--- config.mk ---
export PLATFORM = sky130hd
export DESIGN_NAME = pulse_interval_random_bit_extractor_top
export DESIGN_NICKNAME = d
export VERILOG_FILES = /design/src/rtl/pire_pkg.sv /design/src/rtl/pire_cfg_regs.sv /design/src/rtl/pire_in_stage.sv /design/src/rtl/pire_core.sv /design/src/rtl/pulse_interval_random_bit_extractor_top.sv
export SDC_FILE = /design/constraint.sdc
export NUM_CORES = 1
export LEC_CHECK = 0
export BUFFER_PORTS_ARGS = -buffer_cell sky130_fd_sc_hd__buf_4
export CAP_MARGIN = 20
export CORE_MARGIN = 2
export CORE_UTILIZATION = 50
export CTS_CLUSTER_DIAMETER = 30
export DETAILED_ROUTE_END_ITERATION = 8
export PLACE_DENSITY_LB_ADDON = 0.2
export SYNTH_ARGS = -nofsm -noshare
export SYNTH_HDL_FRONTEND = slang
export SYNTH_SLANG_ARGS = --single-unit
--- constraint.sdc ---
create_clock -name aclk -period 4.85 [get_ports aclk]
set_input_delay 0 -clock aclk [delete_from_list [all_inputs] [get_ports aclk]]
set_output_delay 0 -clock aclk [all_outputs]
set_load 0.01 [all_outputs]
--- src/rtl/pire_pkg.sv ---
// Shared types and constants for the pulse interval random bit extractor.
`default_nettype none

package pire_pkg;

    localparam int TS_W       = 32;
    localparam int BYTE_W     = 8;
    localparam int BPB_W      = 16;
    localparam int BITPOS_W   = 3;
    localparam int CFG_IDX_W  = 1;
    localparam int CFG_DATA_W = 16;

    localparam logic [CFG_IDX_W-1:0] REG_CONTINUOUS_MODE = 1'd0;
    localparam logic [CFG_IDX_W-1:0] REG_BYTES_PER_BLOCK = 1'd1;

    localparam logic [BPB_W-1:0]    BPB_RESET   = 16'd64;
    localparam logic [BYTE_W-1:0]   WHITEN_MASK = 8'hAA;
    localparam logic [BITPOS_W-1:0] LAST_BIT    = 3'd7;

    localparam logic KIND_PULSE = 1'b0;
    localparam logic KIND_START = 1'b1;

    typedef struct packed {
        logic             continuous_mode;
        logic [BPB_W-1:0] bytes_per_block;
    } cfg_t;

    typedef struct packed {
        logic            kind;
        logic [TS_W-1:0] timestamp_us;
    } item_t;

endpackage

`default_nettype wire

--- src/rtl/pire_cfg_regs.sv ---
// Configuration register file: decodes writes into continuous mode and block length.
`default_nettype none

module pire_cfg_regs (
    input  wire                                aclk,
    input  wire                                aresetn,
    input  wire                                cfg_valid,
    output logic                               cfg_ready,
    input  wire  [pire_pkg::CFG_IDX_W-1:0]     cfg_index,
    input  wire  [pire_pkg::CFG_DATA_W-1:0]    cfg_data,
    output pire_pkg::cfg_t                     cfg
);

    pire_pkg::cfg_t cfg_reg;

    assign cfg_ready = 1'b1;
    assign cfg       = cfg_reg;

    always_ff @(posedge aclk) begin
        if (!aresetn) begin
            cfg_reg.continuous_mode <= 1'b0;
            cfg_reg.bytes_per_block <= pire_pkg::BPB_RESET;
        end else if (cfg_valid) begin
            unique case (cfg_index)
                pire_pkg::REG_CONTINUOUS_MODE: cfg_reg.continuous_mode <= cfg_data[0];
                pire_pkg::REG_BYTES_PER_BLOCK:
                    cfg_reg.bytes_per_block <= cfg_data[pire_pkg::BPB_W-1:0];
                default: ;
            endcase
        end
    end

endmodule

`default_nettype wire

--- src/rtl/pire_in_stage.sv ---
// Input register stage: holds one accepted transfer until the core takes it.
`default_nettype none

module pire_in_stage (
    input  wire                 aclk,
    input  wire                 aresetn,
    input  wire                 s_tvalid,
    output logic                s_tready,
    input  wire pire_pkg::item_t s_item,
    output logic                item_valid,
    output pire_pkg::item_t     item,
    input  wire                 item_take
);

    logic            valid_reg;
    pire_pkg::item_t item_reg;

    assign s_tready   = !valid_reg || item_take;
    assign item_valid = valid_reg;
    assign item       = item_reg;

    always_ff @(posedge aclk) begin
        if (!aresetn) begin
            valid_reg <= 1'b0;
        end else if (s_tready) begin
            valid_reg <= s_tvalid;
        end
    end

    always_ff @(posedge aclk) begin
        if (s_tvalid && s_tready) begin
            item_reg <= s_item;
        end
    end

endmodule

`default_nettype wire

--- src/rtl/pire_core.sv ---
// Interval comparison, bit assembly, block counting and result register.
`default_nettype none

module pire_core #(
    parameter int TIME_WIDTH = 32
) (
    input  wire                                 aclk,
    input  wire                                 aresetn,
    input  wire pire_pkg::cfg_t                 cfg,
    input  wire                                 item_valid,
    input  wire pire_pkg::item_t                item,
    output logic                                item_take,
    output logic                                m_tvalid,
    input  wire                                 m_tready,
    output logic [pire_pkg::BYTE_W-1:0]         m_tdata,
    output logic                                m_tlast
);

    logic                            counting_reg, counting_next;
    logic [1:0]                      phase_reg, phase_next;
    logic [TIME_WIDTH-1:0]           first_reg, first_next;
    logic [TIME_WIDTH-1:0]           second_reg, second_next;
    logic [TIME_WIDTH-1:0]           third_reg, third_next;
    logic [pire_pkg::BYTE_W-1:0]     partial_reg, partial_next;
    logic [pire_pkg::BITPOS_W-1:0]   bitpos_reg, bitpos_next;
    logic [pire_pkg::BPB_W-1:0]      done_reg, done_next;

    logic                            out_valid_reg;
    logic [pire_pkg::BYTE_W-1:0]     out_byte_reg;
    logic                            out_last_reg;

    logic                            active;
    logic [TIME_WIDTH-1:0]           t;
    logic [TIME_WIDTH-1:0]           late;
    logic [TIME_WIDTH-1:0]           early;
    logic [pire_pkg::BYTE_W-1:0]     byte_full;
    logic [pire_pkg::BPB_W:0]        done_inc;
    logic                            last;
    logic                            emit;
    logic [pire_pkg::BYTE_W-1:0]     emit_byte;

    assign item_take = item_valid && (!out_valid_reg || m_tready);
    assign active    = counting_reg || cfg.continuous_mode;
    assign t         = TIME_WIDTH'(item.timestamp_us);
    assign late      = t - third_reg;
    assign early     = second_reg - first_reg;
    assign byte_full = partial_reg
                     | (pire_pkg::BYTE_W'(late > early) << bitpos_reg);
    assign done_inc  = {1'b0, done_reg} + (pire_pkg::BPB_W+1)'(1);
    assign last      = done_inc >= {1'b0, cfg.bytes_per_block};
    assign emit_byte = byte_full ^ pire_pkg::WHITEN_MASK;

    always_comb begin
        counting_next = counting_reg;
        phase_next    = phase_reg;
        first_next    = first_reg;
        second_next   = second_reg;
        third_next    = third_reg;
        partial_next  = partial_reg;
        bitpos_next   = bitpos_reg;
        done_next     = done_reg;
        emit          = 1'b0;
        if (item.kind == pire_pkg::KIND_START) begin
            counting_next = 1'b1;
        end else if (active) begin
            case (phase_reg)
                2'd0: begin
                    first_next = t;
                    phase_next = 2'd1;
                end
                2'd1: begin
                    second_next = t;
                    phase_next  = 2'd2;
                end
                2'd2: begin
                    third_next = t;
                    phase_next = 2'd3;
                end
                default: begin
                    phase_next = 2'd0;
                    if (bitpos_reg != pire_pkg::LAST_BIT) begin
                        partial_next = byte_full;
                        bitpos_next  = bitpos_reg + pire_pkg::BITPOS_W'(1);
                    end else begin
                        emit         = 1'b1;
                        partial_next = '0;
                        bitpos_next  = '0;
                        if (last) begin
                            done_next     = '0;
                            counting_next = 1'b0;
                        end else begin
                            done_next = done_inc[pire_pkg::BPB_W-1:0];
                        end
                    end
                end
            endcase
        end
    end

    always_ff @(posedge aclk) begin
        if (!aresetn) begin
            counting_reg  <= 1'b0;
            phase_reg     <= '0;
            first_reg     <= '0;
            second_reg    <= '0;
            third_reg     <= '0;
            partial_reg   <= '0;
            bitpos_reg    <= '0;
            done_reg      <= '0;
            out_valid_reg <= 1'b0;
        end else begin
            if (item_take) begin
                counting_reg <= counting_next;
                phase_reg    <= phase_next;
                first_reg    <= first_next;
                second_reg   <= second_next;
                third_reg    <= third_next;
                partial_reg  <= partial_next;
                bitpos_reg   <= bitpos_next;
                done_reg     <= done_next;
            end
            if (item_take && emit) begin
                out_valid_reg <= 1'b1;
            end else if (m_tready) begin
                out_valid_reg <= 1'b0;
            end
        end
    end

    always_ff @(posedge aclk) begin
        if (item_take && emit) begin
            out_byte_reg <= emit_byte;
            out_last_reg <= last;
        end
    end

    assign m_tvalid = out_valid_reg;
    assign m_tdata  = out_byte_reg;
    assign m_tlast  = out_last_reg;

endmodule

`default_nettype wire

--- src/rtl/pulse_interval_random_bit_extractor_top.sv ---
// Top level of the pulse interval random bit extractor.
// Takes one transfer per cycle on the s_ side: a detector pulse with its timestamp or a
// start request. Every four pulses while counting or in continuous mode give one bit (last
// interval longer than first interval); eight bits make a byte that leaves on the m_ side
// XORed with 0xAA, with tlast on the final byte of a block. An accepted transfer passes an
// input register and is then resolved into the result register; the sustained rate is one
// transfer per cycle, and the only thing that slows intake is a result held in the output
// register by a low m_tready. Configuration writes complete at once and belong to idle
// periods.
`default_nettype none

module pulse_interval_random_bit_extractor_top #(
    parameter int TIME_WIDTH = 32
) (
    input  wire                                 aclk,
    input  wire                                 aresetn,
    input  wire                                 s_tvalid,
    output logic                                s_tready,
    input  wire  [pire_pkg::TS_W-1:0]           s_tdata,   // [31:0] timestamp_us
    input  wire                                 s_tuser,   // [0] kind
    output logic                                m_tvalid,
    input  wire                                 m_tready,
    output logic [pire_pkg::BYTE_W-1:0]         m_tdata,   // [7:0] random_byte
    output logic                                m_tlast,
    input  wire                                 cfg_valid,
    output logic                                cfg_ready,
    input  wire  [pire_pkg::CFG_IDX_W-1:0]      cfg_index,
    input  wire  [pire_pkg::CFG_DATA_W-1:0]     cfg_data
);

    pire_pkg::cfg_t  cfg;
    pire_pkg::item_t s_item;
    pire_pkg::item_t item;
    logic            item_valid;
    logic            item_take;

    assign s_item.kind         = s_tuser;
    assign s_item.timestamp_us = s_tdata;

    pire_cfg_regs u_cfg (
        .aclk      (aclk),
        .aresetn   (aresetn),
        .cfg_valid (cfg_valid),
        .cfg_ready (cfg_ready),
        .cfg_index (cfg_index),
        .cfg_data  (cfg_data),
        .cfg       (cfg)
    );

    pire_in_stage u_in (
        .aclk       (aclk),
        .aresetn    (aresetn),
        .s_tvalid   (s_tvalid),
        .s_tready   (s_tready),
        .s_item     (s_item),
        .item_valid (item_valid),
        .item       (item),
        .item_take  (item_take)
    );

    pire_core #(
        .TIME_WIDTH (TIME_WIDTH)
    ) u_core (
        .aclk       (aclk),
        .aresetn    (aresetn),
        .cfg        (cfg),
        .item_valid (item_valid),
        .item       (item),
        .item_take  (item_take),
        .m_tvalid   (m_tvalid),
        .m_tready   (m_tready),
        .m_tdata    (m_tdata),
        .m_tlast    (m_tlast)
    );

endmodule

`default_nettype wire

==> summary by stage <==
Cells and area
From synthesis to final layout, the design area changed by 17.8%. Measured on the finished design, the core utilization comes to 0.595. The final net count is roughly 1600.

The number of antenna diodes in the final layout is 0. Of the cells placed in the final design, the portion with a size suffix greater than 1 is 0.106. The register with the most flip-flops in the layout has 33 of them.

Yosys
The main combinational cell family by area after synthesis is compound AO/OA/AOI/OAI gates. The synthesized design contains around 190 register bits. After synthesis, the share of cell area in mux cells is 0.00442. The cell area that synthesis handed to floorplanning was ~0.011 mm2. Among all flip-flop cells after synthesis, the most frequent one is sky130_fd_sc_hd__dfxtp_1. Of the total synthesized cell area, the portion taken by XOR and XNOR cells is 0.0518.

The synthesized net count is roughly 1500. The most area-hungry cell type in the Yosys netlist is sky130_fd_sc_hd__dfxtp_1. The instance count of the mapped netlist is roughly 1300.

The number of synthesized flops with an enable pin is 42. The number of warning messages in the yosys log is 0. The top cell type's share of synthesized area is 0.256. Of the total synthesized cell area, the portion taken by AND, OR, NAND and NOR gates is 0.169.

The compound-cell area share of the yosys netlist is 0.223. The share of the yosys chip area belonging to registers is 0.368. In the post-synthesis netlist, the biggest area contributors are sky130_fd_sc_hd__dfxtp_1, sky130_fd_sc_hd__ha_1, sky130_fd_sc_hd__edfxtp_1. Of the total synthesized cell area, the portion taken by full adders, half adders and majority gates is 0.133. The share of flip-flops with an asynchronous set or reset after synthesis is 0. The synthesized area divided by synthesized cell count is between 8 and 9 um2. The post-synthesis cell type count is 67.

Clocking
The clock tree from TritonCTS is built. In this run the deepest clock path goes through 2 buffers. The insertion delay of the later-clocked pin in the worst-skew pair is about 0.43 ns. After clock tree synthesis, the clock-pin slew on the worst setup and hold paths is around 0.070 ns. The tree is rooted in a sky130_fd_sc_hd__clkbuf_16.

Clock tree synthesis found a total of ~190 sinks. The total CTS buffers is 17. CTS built an H-tree with a depth of 4.

Power
The switching share of power is 0.276. The static leakage power is ~5.2 nW. Of the total power, the clock network draws 0.361. The worst-case IR drop observed on VDD is between 0.00015 and 0.0002 V. Dividing total power by cell area gives a power density of 285 mW/mm2. The internal power is 2.75 mW. The logic gate share of total power is 0.201.

For this design the total switching power over the nets is around 1.1 mW. The sequential power share is 0.438.

Placement
Port buffering added between 60 and 70 buffers. The congestion estimate from routability-driven global placement came to between 0.8 and 0.9. The total half-perimeter wirelength after legalization and detailed placement is roughly 18 mm.

Detailed routing
The count of vias placed by the detailed router is approximately 9300. The length of the first detailed-routing pass in iterations is 5. The post-detailed-route wirelength per cell is roughly 15 um. Summed over all layers, the routed wires come to 26.6 mm. After detailed routing, the number of remaining DRC violations is 0. After detailed routing, the number of vias per cell comes to around 5.4. The initial detailed-routing violation count is 521. The detail route stage leaves a number of antenna-violating nets equal to 0.

Timing
The final number of setup-violating endpoints is 0. The slew of the pin with the lowest slew margin is a little over 0.9 ns. The worst setup skew after layout is approximately 0.013 ns. Static timing analysis puts the maximum clock frequency at between 200 and 250 MHz. The post-route clock period utilization is 0.971.

The hold violation total from the final report is 0. The routed design could run at a clock period as short as approximately 4.7 ns. In this run the tightest slew margin relative to its limit is 0.385. The max-slew violation count came to 0. The aggregate negative setup slack is 0 ns.

Outcome
The run finished with clean final reports.

GRT
Entering global routing, the biggest net connects 70 pins. The initial antenna violation count came to 0. The number of global-route vias before repair was slightly above 9000. The total routing usage reported by global routing is 0.226.

The wire length of the first global-routing pass is around 44 mm. The remaining global-route overflow is 0.

Floorplan
The floorplan step defined a die boundary enclosing between 0.02 and 0.025 mm2. The chip height is around 150 um. The die extent in x is between 150 and 200 um.

During I/O placement, the number of pins put on the boundary was 67. The number of placement rows is 55. The area of the core region is 0.0224 mm2. The initial standard-cell utilization of the core is 0.505.

Critical path
On the worst path, the slowest cell contributes a delay of between 0.5 and 0.6 ns. The required time of the critical path is 5.04 ns. The critical path goes through inv_1 -> ha_2 -> inv_1 -> fa_2 -> a211oi_2 -> nor2_2 -> o31ai_4 -> a21oi_2 -> a41oi_2 -> nor2b_2 -> o41ai_4 -> mux2i_1 -> o2111ai_1 -> ha_1 -> nand4_1 -> or4_4 -> or2_4 -> and3b_2 -> a21o_1. By instance count, the cell type seen most on the critical path is sky130_fd_sc_hd__inv_1. In this run the worst path has a maximum fanout of 8. STA classifies the critical path endpoint as a flip-flop. The critical path is of the flip-flop to flip-flop type. The cell family contributing the most delay on the critical path is compound AO/OA/AOI/OAI gates. STA puts the critical path data arrival time at 4.89 ns. The cell with the largest stage delay on the worst path is sky130_fd_sc_hd__or4_4. The number of buffer and inverter stages on the critical path is 2. The type of origin of the critical path is a flip-flop.

Run
Max-cap violations in this run came to 0.

Worst hold path
The tightest min-delay check is of the input port to flip-flop type.
## stage by stage
stage | setup slack [ns] | hold WS [ns] | total power, mW | std cells | instance area [um2]
CTS | 0.0185 | 0.0667 | 3.81 | 1712 | 13200
global route | -0.0277 | 0.105 | 3.99 | 1721 | 13300
global placement | -0.0230 | 0.178 | 2.38 | 1625 | 12100
finish | 0.141 | 0.0938 | 3.80 | 1721 | 13300
floorplan | 0.174 | 0.0989 | 2.21 | 1313 | 11300
detailed placement | -0.115 | 0.179 | 2.40 | 1625 | 12100
## tightest hold or removal path, cell delays in order
cell	delay, ns
sky130_fd_sc_hd__buf_4	0.12
sky130_fd_sc_hd__nor2b_1	0.16
sky130_fd_sc_hd__mux2i_1	0.14
sky130_fd_sc_hd__nor2b_1	0.05
## synthesized netlist by cell type, drive strengths merged, types with 34 or more instances
| cell | count |
|---|---|
| nand2 | 274 |
| dfxtp | 145 |
| a21boi | 118 |
| ha | 117 |
| inv | 100 |
| a21oi | 65 |
| clkbuf | 48 |
| a21o | 46 |
| edfxtp | 42 |
| o21ai | 40 |
| nor2 | 35 |
| xnor2 | 34 |
## cells in the final DEF, fill, tap and decap left out, drive strengths merged, types with 13 or more instances in the layout
cell and n:
nand3 24, clkbuf 25, xor2 33, nor2 35, dfxtp 145, edfxtp 42
nand4 13, nand2 274, inv 104, ha 117, a21oi 65, a21o 46
nor2b 18, o21ai 40, dlygate4sd3 53, a21boi 118, xnor2 34, buf 90
a31oi 13
## timing repair
item / in CTS / in global routing
cloned: 0 / 0
endpoints found under the hold margin: 52 / 0
endpoints found under the setup margin: 16 / 16
pin swaps: 5 / 22
hold buffers: 53 / 0
resized for setup: 9 / 9
buffers inserted: 2 / 9
## cells by family after synthesis
| group | after synthesis |
|---|---|
| XOR/XNOR | 67 |
| multiplexers | 5 |
| AND/OR/NAND/NOR | 428 |
| flip-flops | 187 |
| other | 1 |
| adder cells (fa/ha/maj) | 119 |
| AO/OA/AOI/OAI | 354 |
| buffers and inverters | 152 |
## per-layer routing
layer	share of wire	GRT usage
met1	0.47	0.293
met3	0.033	0.0395
met4	0.018	0.0675
met2	0.47	0.387
met5	0	0
## power groups by stage
stage / registers [mW] / clock network, mW / logic, mW
CTS: 1.67 / 1.40 / 0.745
global route: 1.67 / 1.46 / 0.856
finish: 1.67 / 1.37 / 0.766
detailed placement: 1.70 / 0 / 0.695
floorplan: 1.69 / 0 / 0.522
global placement: 1.70 / 0 / 0.683
## layout make-up
cell class / count / area (um2)
Sequential cell: 187 / 4160
Tap cell: 285 / 357
Clock inverter: 7 / 52.6
Clock buffer: 25 / 518
Multi-Input combinational cell: 974 / 6670
Timing Repair Buffer: 143 / 1210
Fill cell: 1994 / 9100
Inverter: 100 / 375
## path summary, 6_finish.rpt
path,start,end,slack (ns),cells past startpoint
worst min register to register,u_cfg.cfg[2],u_cfg.cfg[2],0.46,2
worst max register to register,u_in.item[0],u_core.m_tdata[0],0.14,19
worst max-delay path,u_in.item[0],u_core.m_tdata[0],0.14,19
worst min-delay path,cfg_valid,u_cfg.cfg[16],0.09,4
Note: power is estimated with default switching activity, not from simulation.
